## src/hsi_pkg.sv

```systemverilog
// package for the heap sort core: payload structs and sizing constants
// no dependencies
`default_nettype none
package hsi_pkg;
	localparam int MAX_ENTRIES_DEF = 64;
	localparam int KEY_W = 32;
	localparam int POS_W = 7;

	typedef struct packed {
		logic signed [KEY_W-1:0] key;
		logic                    last_item;
	} in_item_t;

	typedef struct packed {
		logic signed [KEY_W-1:0] sorted_key;
		logic [POS_W-1:0]        original_position;
		logic                    last_result;
		logic                    overflowed;
	} out_item_t;
endpackage
`default_nettype wire

```

## src/hsi_store.sv

```systemverilog
// key and position memory with one write port and one registered read port
// depends on hsi_pkg
`default_nettype none
module hsi_store #(
	parameter int DEPTH = hsi_pkg::MAX_ENTRIES_DEF,
	parameter int AW = $clog2(DEPTH)
) (
	input  wire logic                         clk,
	input  wire logic                         we,
	input  wire logic [AW-1:0]                waddr,
	input  wire logic [hsi_pkg::KEY_W-1:0]    wkey,
	input  wire logic [hsi_pkg::POS_W-1:0]    wpos,
	input  wire logic [AW-1:0]                raddr,
	output logic      [hsi_pkg::KEY_W-1:0]    rkey,
	output logic      [hsi_pkg::POS_W-1:0]    rpos
);
	import hsi_pkg::*;
	logic [KEY_W+POS_W-1:0] mem_q [DEPTH];

	always_ff @(posedge clk) begin
		if (we) mem_q[waddr] <= {wkey, wpos};
		{rkey, rpos} <= mem_q[raddr];
	end
endmodule
`default_nettype wire

```

## src/heap_sort_with_index_core.sv

```systemverilog
// heap sort core: load, in-memory heapsort sequencer with one compare unit, emit
// depends on hsi_pkg and hsi_store
//
// channel | direction | handshake          | payload
// cmd     | in        | start & !busy      | cmd (in_item_t)
// result  | out       | res_valid, 1 cycle | res (out_item_t)
//
// a non-last item is stored while idle and the core stays ready for the next; on
// the last item the heapsort runs in the memory, each sift step up to two child
// reads, a compare and a move, then the N results are emitted, each read then shown.
// reset clears the item count, overflow flag, result valid and sequencer; memory contents are not cleared.
// results cannot be stalled; busy stays high until the last result is shown.
`default_nettype none
module heap_sort_with_index_core #(
	parameter int MAX_ENTRIES = hsi_pkg::MAX_ENTRIES_DEF
) (
	input  wire logic               clk,
	input  wire logic               arst_n,
	input  wire logic               start,
	input  wire hsi_pkg::in_item_t  cmd,
	output logic                    busy,
	output logic                    res_valid,
	output hsi_pkg::out_item_t      res
);
	import hsi_pkg::*;
	localparam int AW = $clog2(MAX_ENTRIES);
	localparam int CW = $clog2(MAX_ENTRIES + 1) + 1;

	localparam logic [3:0] S_IDLE = 4'd0, S_NEXT = 4'd1, S_RDC = 4'd2,
		S_RDJ = 4'd3, S_RDJ1 = 4'd4, S_CMP = 4'd5, S_PUT = 4'd6,
		S_EXA = 4'd7, S_EXB = 4'd8, S_EXC = 4'd9, S_EMA = 4'd10, S_EMB = 4'd11,
		S_RDW = 4'd12;
	logic [3:0] state_q;

	logic [CW-1:0] cnt_q, half_q, lastpos_q, i_q, j_q, e_q;
	logic ovf_q;
	logic signed [KEY_W-1:0] ck_q, kj_q;
	logic [POS_W-1:0] cp_q, pj_q;

	logic we;
	logic [AW-1:0] waddr, raddr;
	logic [KEY_W-1:0] wkey, rkey;
	logic [POS_W-1:0] wpos, rpos;
	logic [CW-1:0] rsel;

	hsi_store #(.DEPTH(MAX_ENTRIES), .AW(AW)) u_store (
		.clk, .we, .waddr, .wkey, .wpos, .raddr, .rkey, .rpos);

	// heap index is 1-based; memory address is index-1
	always_comb begin
		rsel = i_q;
		unique case (state_q)
			S_NEXT: rsel = (half_q > 1) ? half_q - 1'b1 : lastpos_q;
			S_RDC: rsel = j_q;
			S_RDJ: rsel = j_q + 1'b1;
			S_EXA: rsel = CW'(1);
			S_EMA: rsel = e_q;
			default: rsel = i_q;
		endcase
	end
	assign raddr = AW'(rsel - 1'b1);

	logic [CW-1:0] wsel;
	always_comb begin
		we = 1'b0;
		wsel = i_q;
		wkey = ck_q;
		wpos = cp_q;
		unique case (state_q)
			S_IDLE: begin
				we = start && (cnt_q < CW'(MAX_ENTRIES));
				wsel = cnt_q + 1'b1;
				wkey = cmd.key;
				wpos = POS_W'(cnt_q + 1'b1);
			end
			S_EXB: begin
				we = 1'b1; wsel = lastpos_q; wkey = rkey; wpos = rpos;
			end
			S_CMP: begin
				we = (ck_q < kj_q); wkey = kj_q; wpos = pj_q;
			end
			S_PUT: we = 1'b1;
			default: ;
		endcase
	end
	assign waddr = AW'(wsel - 1'b1);

	assign busy = (state_q != S_IDLE);

	always_ff @(posedge clk or negedge arst_n) begin
		if (!arst_n) begin
			state_q <= S_IDLE;
			cnt_q <= '0;
			ovf_q <= 1'b0;
			res_valid <= 1'b0;
		end else begin
			res_valid <= 1'b0;
			unique case (state_q)
				S_IDLE: if (start) begin
					logic [CW-1:0] n;
					n = (cnt_q < CW'(MAX_ENTRIES)) ? cnt_q + 1'b1 : cnt_q;
					if (cnt_q < CW'(MAX_ENTRIES)) cnt_q <= n;
					else ovf_q <= 1'b1;
					if (cmd.last_item) begin
						half_q <= (n >> 1) + 1'b1;
						lastpos_q <= n;
						e_q <= CW'(1);
						state_q <= (n >= 2) ? S_NEXT : S_EMA;
					end
				end
				S_NEXT: begin
					if (half_q > 1) begin
						half_q <= half_q - 1'b1;
						i_q <= half_q - 1'b1;
						j_q <= (half_q - 1'b1) << 1;
						state_q <= S_RDW;
					end else state_q <= S_EXA;
				end
				S_RDW: begin
					ck_q <= rkey; cp_q <= rpos;
					state_q <= (j_q <= lastpos_q) ? S_RDC : S_PUT;
				end
				S_EXA: begin
					// memory holds entry lastpos from S_NEXT read; grab it
					ck_q <= rkey; cp_q <= rpos;
					state_q <= S_EXB;
				end
				S_EXB: begin
					// rkey now holds k[1], written to lastpos
					lastpos_q <= lastpos_q - 1'b1;
					i_q <= CW'(1);
					j_q <= CW'(2);
					if (lastpos_q - 1'b1 == 1) state_q <= S_PUT;
					else state_q <= (CW'(2) <= lastpos_q - 1'b1) ? S_RDC : S_PUT;
				end
				S_RDC: state_q <= S_RDJ;
				S_RDJ: begin
					kj_q <= rkey; pj_q <= rpos;
					state_q <= (j_q < lastpos_q) ? S_RDJ1 : S_CMP;
				end
				S_RDJ1: begin
					if ($signed(kj_q) < $signed(rkey)) begin
						kj_q <= rkey; pj_q <= rpos; j_q <= j_q + 1'b1;
					end
					state_q <= S_CMP;
				end
				S_CMP: begin
					if (ck_q < kj_q) begin
						i_q <= j_q;
						j_q <= j_q << 1;
						state_q <= ((j_q << 1) <= lastpos_q) ? S_RDC : S_PUT;
					end else state_q <= S_PUT;
				end
				S_PUT: state_q <= (lastpos_q == 1) ? S_EMA : S_NEXT;
				S_EMA: state_q <= S_EMB;
				S_EMB: begin
					res_valid <= 1'b1;
					res.sorted_key <= rkey;
					res.original_position <= rpos;
					res.last_result <= (e_q == cnt_q);
					res.overflowed <= ovf_q;
					e_q <= e_q + 1'b1;
					if (e_q == cnt_q) begin
						cnt_q <= '0; ovf_q <= 1'b0; state_q <= S_IDLE;
					end else state_q <= S_EMA;
				end
				default: state_q <= S_IDLE;
			endcase
		end
	end

	// a result only appears after the sequencer left idle
	a_res_busy: assert property (@(posedge clk) disable iff (!arst_n)
		res_valid && !res.last_result |-> busy) else $error("result while idle");
	a_last_idle: assert property (@(posedge clk) disable iff (!arst_n)
		res_valid && res.last_result |-> !busy) else $error("not idle after last");
	a_cnt_max: assert property (@(posedge clk) disable iff (!arst_n)
		cnt_q <= CW'(MAX_ENTRIES)) else $error("count beyond capacity");
endmodule
`default_nettype wire
```

## config.mk

```make
export PLATFORM = sky130hd
export DESIGN_NAME = heap_sort_with_index_core
export DESIGN_NICKNAME = d
export VERILOG_FILES = /design/src/hsi_pkg.sv /design/src/hsi_store.sv /design/src/heap_sort_with_index_core.sv
export SDC_FILE = /design/constraint.sdc
export NUM_CORES = 2
export LEC_CHECK = 0
export ABC_CLOCK_PERIOD_IN_PS = 8400
export BUFFER_PORTS_ARGS = -buffer_cell sky130_fd_sc_hd__clkbuf_2
export CAP_MARGIN = 20
export CORE_MARGIN = 1
export CORE_UTILIZATION = 40
export DETAILED_ROUTE_END_ITERATION = 8
export PLACE_DENSITY = 0.65
export SYNTH_ARGS = -nofsm -noshare
export SYNTH_HDL_FRONTEND = slang
export SYNTH_SLANG_ARGS = --single-unit
```

## constraint.sdc

```tcl
create_clock -name clk -period 8.4 [get_ports clk]
set_clock_uncertainty 0.1 [all_clocks]
set_input_delay 1.68 -clock clk [delete_from_list [all_inputs] [get_ports clk]]
set_output_delay 1.68 -clock clk [all_outputs]
set_load 0.005 [all_outputs]
```

; ---- Word-level counts from Yosys, hierarchy flattened
; Memory sizes are Yosys's and may differ from the RTL's. A register that Yosys moved wholly into a read port is not among the register bits.
; Cells that the tools add are included.
[word_totals]
word_cells = 131
inputBits = 36
ram_bits = 2496
ff_bits = 171
mem_count = 1
[op_classes]
order_cmp = 9
n_reduce_logical = 22
muxes = 51
eq_ne = 22
add_sub_neg = 9
[mem_list]
columns = memory, depth, word_bits, read_ports, rd_ports_with_merged_regs, write_ports, line
row1 = u_store.mem_q, 64, 39, 1, 1, 1, hsi_store.sv:18  ; logic [KEY_W+POS_W-1:0] mem_q [DEPTH];
[op_table]
columns = operator, count
row1 = $mux 8, 14
row2 = $pmux 32 s3, 1
row3 = $lt 32x32->1, 2
row4 = $pmux 32 s2, 1
row5 = $pmux 8 s2, 4
row6 = $pmux 4 s12, 1
row7 = $eq 32x1->1 const B, 1
row8 = $mux 32, 1
row9 = $pmux 8 s4, 1
row10 = $pmux 6 s5, 1
row11 = $add 8x1->8 const B, 3
row12 = $mux 4, 6
row13 = $pmux 7 s3, 1
row14 = $reduce_and 4->1, 5
row15 = $pmux 6 s3, 1
row16 = $eq 4x3->1 const B, 4
row17 = $eq 4x4->1 const B, 4
row18 = $le 8x8->1, 2
row19 = $ne 2x2->1 const B, 8
row20 = $sub 8x1->8 const B, 2
row21 = $mux 3, 5
row22 = $pmux 7 s2, 1
row23 = $mux 6, 2
row24 = $pmux 6 s2, 1
row25 = other kinds (25), 41

; ---- Depth between registers and ports, before layout
[logic_depth]
word_depth = 7
depth_mapped = 23
depth_no_buf = 16

; ---- Hierarchy
; Synthesis repeated with hierarchy kept, for this count alone.
[unflattened]
cells_unflattened = 5006
area_unflattened_um2 = 105528.7
[modules_own_cells]
columns = module, cells_per_inst, seq_area_each_um2, area_each_um2, instances
row1 = hsi_store, 4059, 75732.6, 95352.7, 1
row2 = heap_sort_with_index_core, 947, 5064.9, 10176.0, 1

; ---- Least setup slack after synthesis
; OpenSTA, ideal clock, no wires.
[synth_timing]
path_type = register to register
start = register state_q[2]
end = memory u_store.mem_q[34][0] (netlist name), enable pin
path_slack_ps = 2182
stages_incl_launch_ff = 12
arrival_ps = 5634
n_path_buf = 4
cell_sequence = dfrtp_1 clkbuf_1 clkbuf_1 or3_1 clkbuf_1 a221oi_1 nand3_1 nor3_1 xor2_1 nand2_1 clkbuf_1 nor3_1
[synth_between]
elab_chain_cells = 5
elab_cells_between_ends = 10
[synth_rtl]
columns = element, line
row1 = "start, declared", heap_sort_with_index_core.sv:33  ; logic [3:0] state_q;
row2 = "start signal, assigned", heap_sort_with_index_core.sv:108  ; state_q <= (n >= 2) ? S_NEXT : S_EMA;
row3 = "start signal, assigned", heap_sort_with_index_core.sv:121  ; state_q <= (j_q <= lastpos_q) ? S_RDC : S_PUT;
row4 = "start signal, assigned", heap_sort_with_index_core.sv:134  ; else state_q <= (CW'(2) <= lastpos_q - 1'b1) ? S_RDC : S_PUT;
row5 = "parallel branches: the longest is 5 deep, another holds $sub 6x1->6", --
row6 = "end, declared", hsi_store.sv:18
; Parallel ways; which one is timed is not known.

; ---- Worst setup path after layout
[layout_timing]
start = register state_q[3]
end = register u_store.rpos[6] (netlist name) (read register of u_store.mem_q)
[layout_between]
elab_chain_cells = 3
elab_cells_between_ends = 7
[layout_rtl]
columns = element, line
row1 = "$eq 4x4->1, or another cell as far along", heap_sort_with_index_core.sv:52  ; unique case (state_q)
row2 = $pmux 6 s5 *, heap_sort_with_index_core.sv:52
row3 = $sub 6x1->6 *, heap_sort_with_index_core.sv:61  ; assign raddr = AW'(rsel - 1'b1);
row4 = "end, declared", hsi_store.sv:15  ; output logic [hsi_pkg::POS_W-1:0] rpos
; Mark *: on every way between the ends. The rest lies on a longest branch, timed or not.
; A chain may end at the register's enable or synchronous reset.

==> impl_results.md <==
- Endpoint kind of the worst setup timing path: register
- Cell family with the largest share of critical-path delay: simple AND/OR/NAND/NOR gates
- Final period util: 84.0%
- Final setup fails: 0
- Slew at the pin closest to its max-slew limit: 1.31 ns
- Main synth FF type: edfxtp_1
- Largest stage delay on the critical path: 0.91 ns
- Depth of the worst register-to-register path: 16
- Clock Latency Late Sink: 0.96 ns
- Mapped Nets: 6629
- Vias: 66300
- Synth top cells by count: edfxtp_1 (2653), nand2_1 (641), mux4_2 (441)
- Yosys top cell area share: 71.7%
- Drt wl/cell: 31.3 um
- Number of CTS-inserted buffers: 286
- Series of cell instances along the critical path: nor4b_2, nand2_1, mux2_8, nand2_4, inv_16, ha_4, o21ai_2, buf_4, and2_4, buf_12, buf_12, o311ai_0, o21ai_0, o21ai_0, o22ai_1, o211ai_1
- Clock transition at path regs: 0.06 ns
- Min-delay worst type: register to register
- Setup repair after global routing missed its margin: no
- Floorplan row count: 193
- Synthesis-to-layout area growth: 13.3%
- Type of origin of the critical path: register
- Final RePlAce weighted congestion: 0.876
- Layout cell share with drive strength beyond 1: 19.3%
- Dominant combinational cell family by area after synthesis: multiplexers
- Cell chosen for the clock root: clkbuf_16
- Quantity of hold-fixing buffers added after cts: 0
- Critical hold path startpoint: ovf_q
- Post-DR vias/cell: 6.28
- Top-count cell post-synth: edfxtp_1
- Min Clock Period, post-route: 7.06 ns
- Largest net degree at the start of global routing: 133
- Sum Neg Setup Slack: 0 ns
- Number of DRC violations after detailed routing: 0
- Compound-Gate Fraction of Synth Area: 8.00%
- Post-CTS Setup Repair Bufs: 0
- Average instance area after synthesis: 17.1 um^2
- R2R setup slack: 1.34 ns
- Slowest library cell on the worst path: nor4b_2
- Reg-to-Reg Start: state_q[3]
- Final-layout fill cell count: 23200
- Status: finished, final reports clean
- Count of cells along the worst hold path: 0
- PostCTS Resize Cnt: 0
- Depth of the CTS H-tree: 5
- Total track usage: 23.3%
- Total number of yosys warnings: 0
- Antenna violations before repair: 14
- Highest achievable clock rate: 142 MHz
- Clock tree from TritonCTS: done
- Number of distinct standard cells referenced by the synthesized netlist: 80
- Clock sink count: 2706
- Multiplexer share of the synthesized area: 11.1%
- Cell area after synthesis: 111000 um^2
- Max-Cap Viols: 0
- Type of the setup path with the least slack: register to register
- Final Max Tran Viols: 0
- First-pass GRT wire length: 467000 um
- Number of global-route vias before repair: 64400
- Synthesized-area fraction occupied by adder cells: 1.00%
- CP max FO: 69
- Endpoint, Worst Hold: res[0]
- Headroom to the max-slew limit: 12.5%
- Data arrival time at the worst-slack endpoint: 7.77 ns
- Layout net count: 6778
- Number of antenna-violating nets in the routed design: 0
- Number of buffers added on ports: 78
- Gate count of the mapped netlist: 6504
- Most area-hungry cell type in the Yosys netlist: edfxtp_1
- Area share of xor/xnor cells in the synthesized design: 0.512%
- Maximum root-to-sink buffer count: 4
- Vert. Die Dim: 529 um
- Sum of overflow across all layers after global routing: 0
- Proportion of register bits with asynchronous set or reset after synthesis: 0.517%
- CP required: 9.11 ns
- Die Footprint: 280000 um^2
- FF-to-FF End: u_store.rpos[6]
- Main area contributors after synthesis: edfxtp_1 (72%), mux4_2 (8.9%), nand2_1 (2.2%), mux2i_1 (1.9%), o221ai_1 (1.4%)
- Count of flip-flops with a built-in enable after synthesis: 2653
- Sequential element share of the synthesized area: 72.7%
- Post-detail-place hpwl: 187000 um
- Synthesized-area fraction occupied by and/or/nand/nor cells: 4.47%
- Area of the core region: 276000 um^2
- Horiz. Die Dim: 529 um
- Flip-flop and latch count after synthesis: 2706
- Num ports: 79
- Final-report hold violation count: 0
- Crit. Startpoint: state_q[3]
- Number of detailed-route iterations in the first pass: 7
- Buffers & Inverters on Critical Path: 4
- DR iter-0 viols: 10200
- Starting utilization of the core area: 40.2%
- Wire length after detailed routing: 331000 um
how the worst max path moves through the flow:
stage / depth (start not counted) / endpoint / slack, ns
finish: 16 / u_store.rpos[6] / 1.34
global route: 16 / u_store.rkey[22] / 1.05
CTS: 16 / u_store.rpos[6] / 1.43
detailed placement: 16 / u_store.rpos[6] / 1.44
global placement: 16 / u_store.rpos[6] / 1.52
floorplan: 11 / u_store.mem_q[34][0] / 2.18
kinds of logic after synthesis:
group           after synthesis
flops                      2706
compound gates             1285
simple gates               1138
mux                         681
buf+inv                     543
fa+ha+maj                    89
xor+xnor                     62
layout make-up:
cell class | count | area [um^2] | share of cell area, %
Clock buffer | 360 | 7700 | 6.11
Timing Repair Buffer | 316 | 2720 | 2.16
Antenna cell | 3 | 7.51 | 0.00596
Inverter | 88 | 354 | 0.281
Multi-Input combinational cell | 3255 | 28600 | 22.7
Clock inverter | 126 | 1210 | 0.958
Tap cell | 3705 | 4640 | 3.68
Sequential cell | 2706 | 80800 | 64.1
layer usage:
metal | vias to the layer above | track usage, % | share of wire, % | routed length [um]
li1 | 26900 | - | - | -
met1 | 34500 | 31.6 | 38 | 126000
met2 | 4305 | 36.0 | 46 | 151000
met3 | 657 | 5.75 | 12 | 40900
met4 | 10 | 9.02 | 3.9 | 12800
met5 | - | 0 | 0.021 | 70
metrics by stage:
stage / util (%) / hold slack, ns / setup slack, ns / instances / area, um^2
after floorplan: - / 0.326 / 2.18 / 6504 / 111000
after global placement: 42.3 / 0.346 / 1.52 / 10100 / 117000
after detailed placement: 42.3 / 0.346 / 1.44 / 10100 / 117000
after CTS: 45.5 / 0.360 / 1.43 / 10600 / 126000
after global routing: 45.6 / 0.375 / 1.05 / 10600 / 126000
final: 45.6 / 0.357 / 1.34 / 10600 / 126000
sequential cells by signal, summed over array words and instances, names as in the netlist:
| signal | flops |
|---|---|
| u_store.rpos | 7 |
| half_q | 8 |
| state_q | 4 |
| lastpos_q | 8 |
| e_q | 8 |
| pj_q | 7 |
| cnt_q | 8 |
| res_valid | 1 |
| ovf_q | 1 |
| j_q | 8 |
| u_store.mem_q | 2496 |
| res | 41 |
| cp_q | 7 |
| ck_q | 32 |
| u_store.rkey | 32 |
| i_q | 6 |
| kj_q | 32 |
cell usage in the layout, fill, tap and decap left out, drive strengths merged, types with 53 or more instances in the layout:
cell | synthesis | routed
a32oi | 58 | 58
nor3 | 89 | 89
a31oi | 83 | 83
inv | 87 | 97
nand3 | 130 | 130
edfxtp | 2653 | 2653
o211ai | 74 | 74
buf | 188 | 237
nand2 | 643 | 643
clkbuf | 267 | 439
mux4 | 441 | 441
a211oi | 53 | 53
ha | 89 | 89
o22ai | 154 | 154
nor2 | 125 | 125
a21oi | 189 | 189
o21ai | 241 | 241
clkinv | 1 | 84
mux2i | 211 | 211
o221ai | 178 | 178
Power is not shown: default switching activity piles up to over one toggle a cycle in this logic, so the estimate is an artifact.
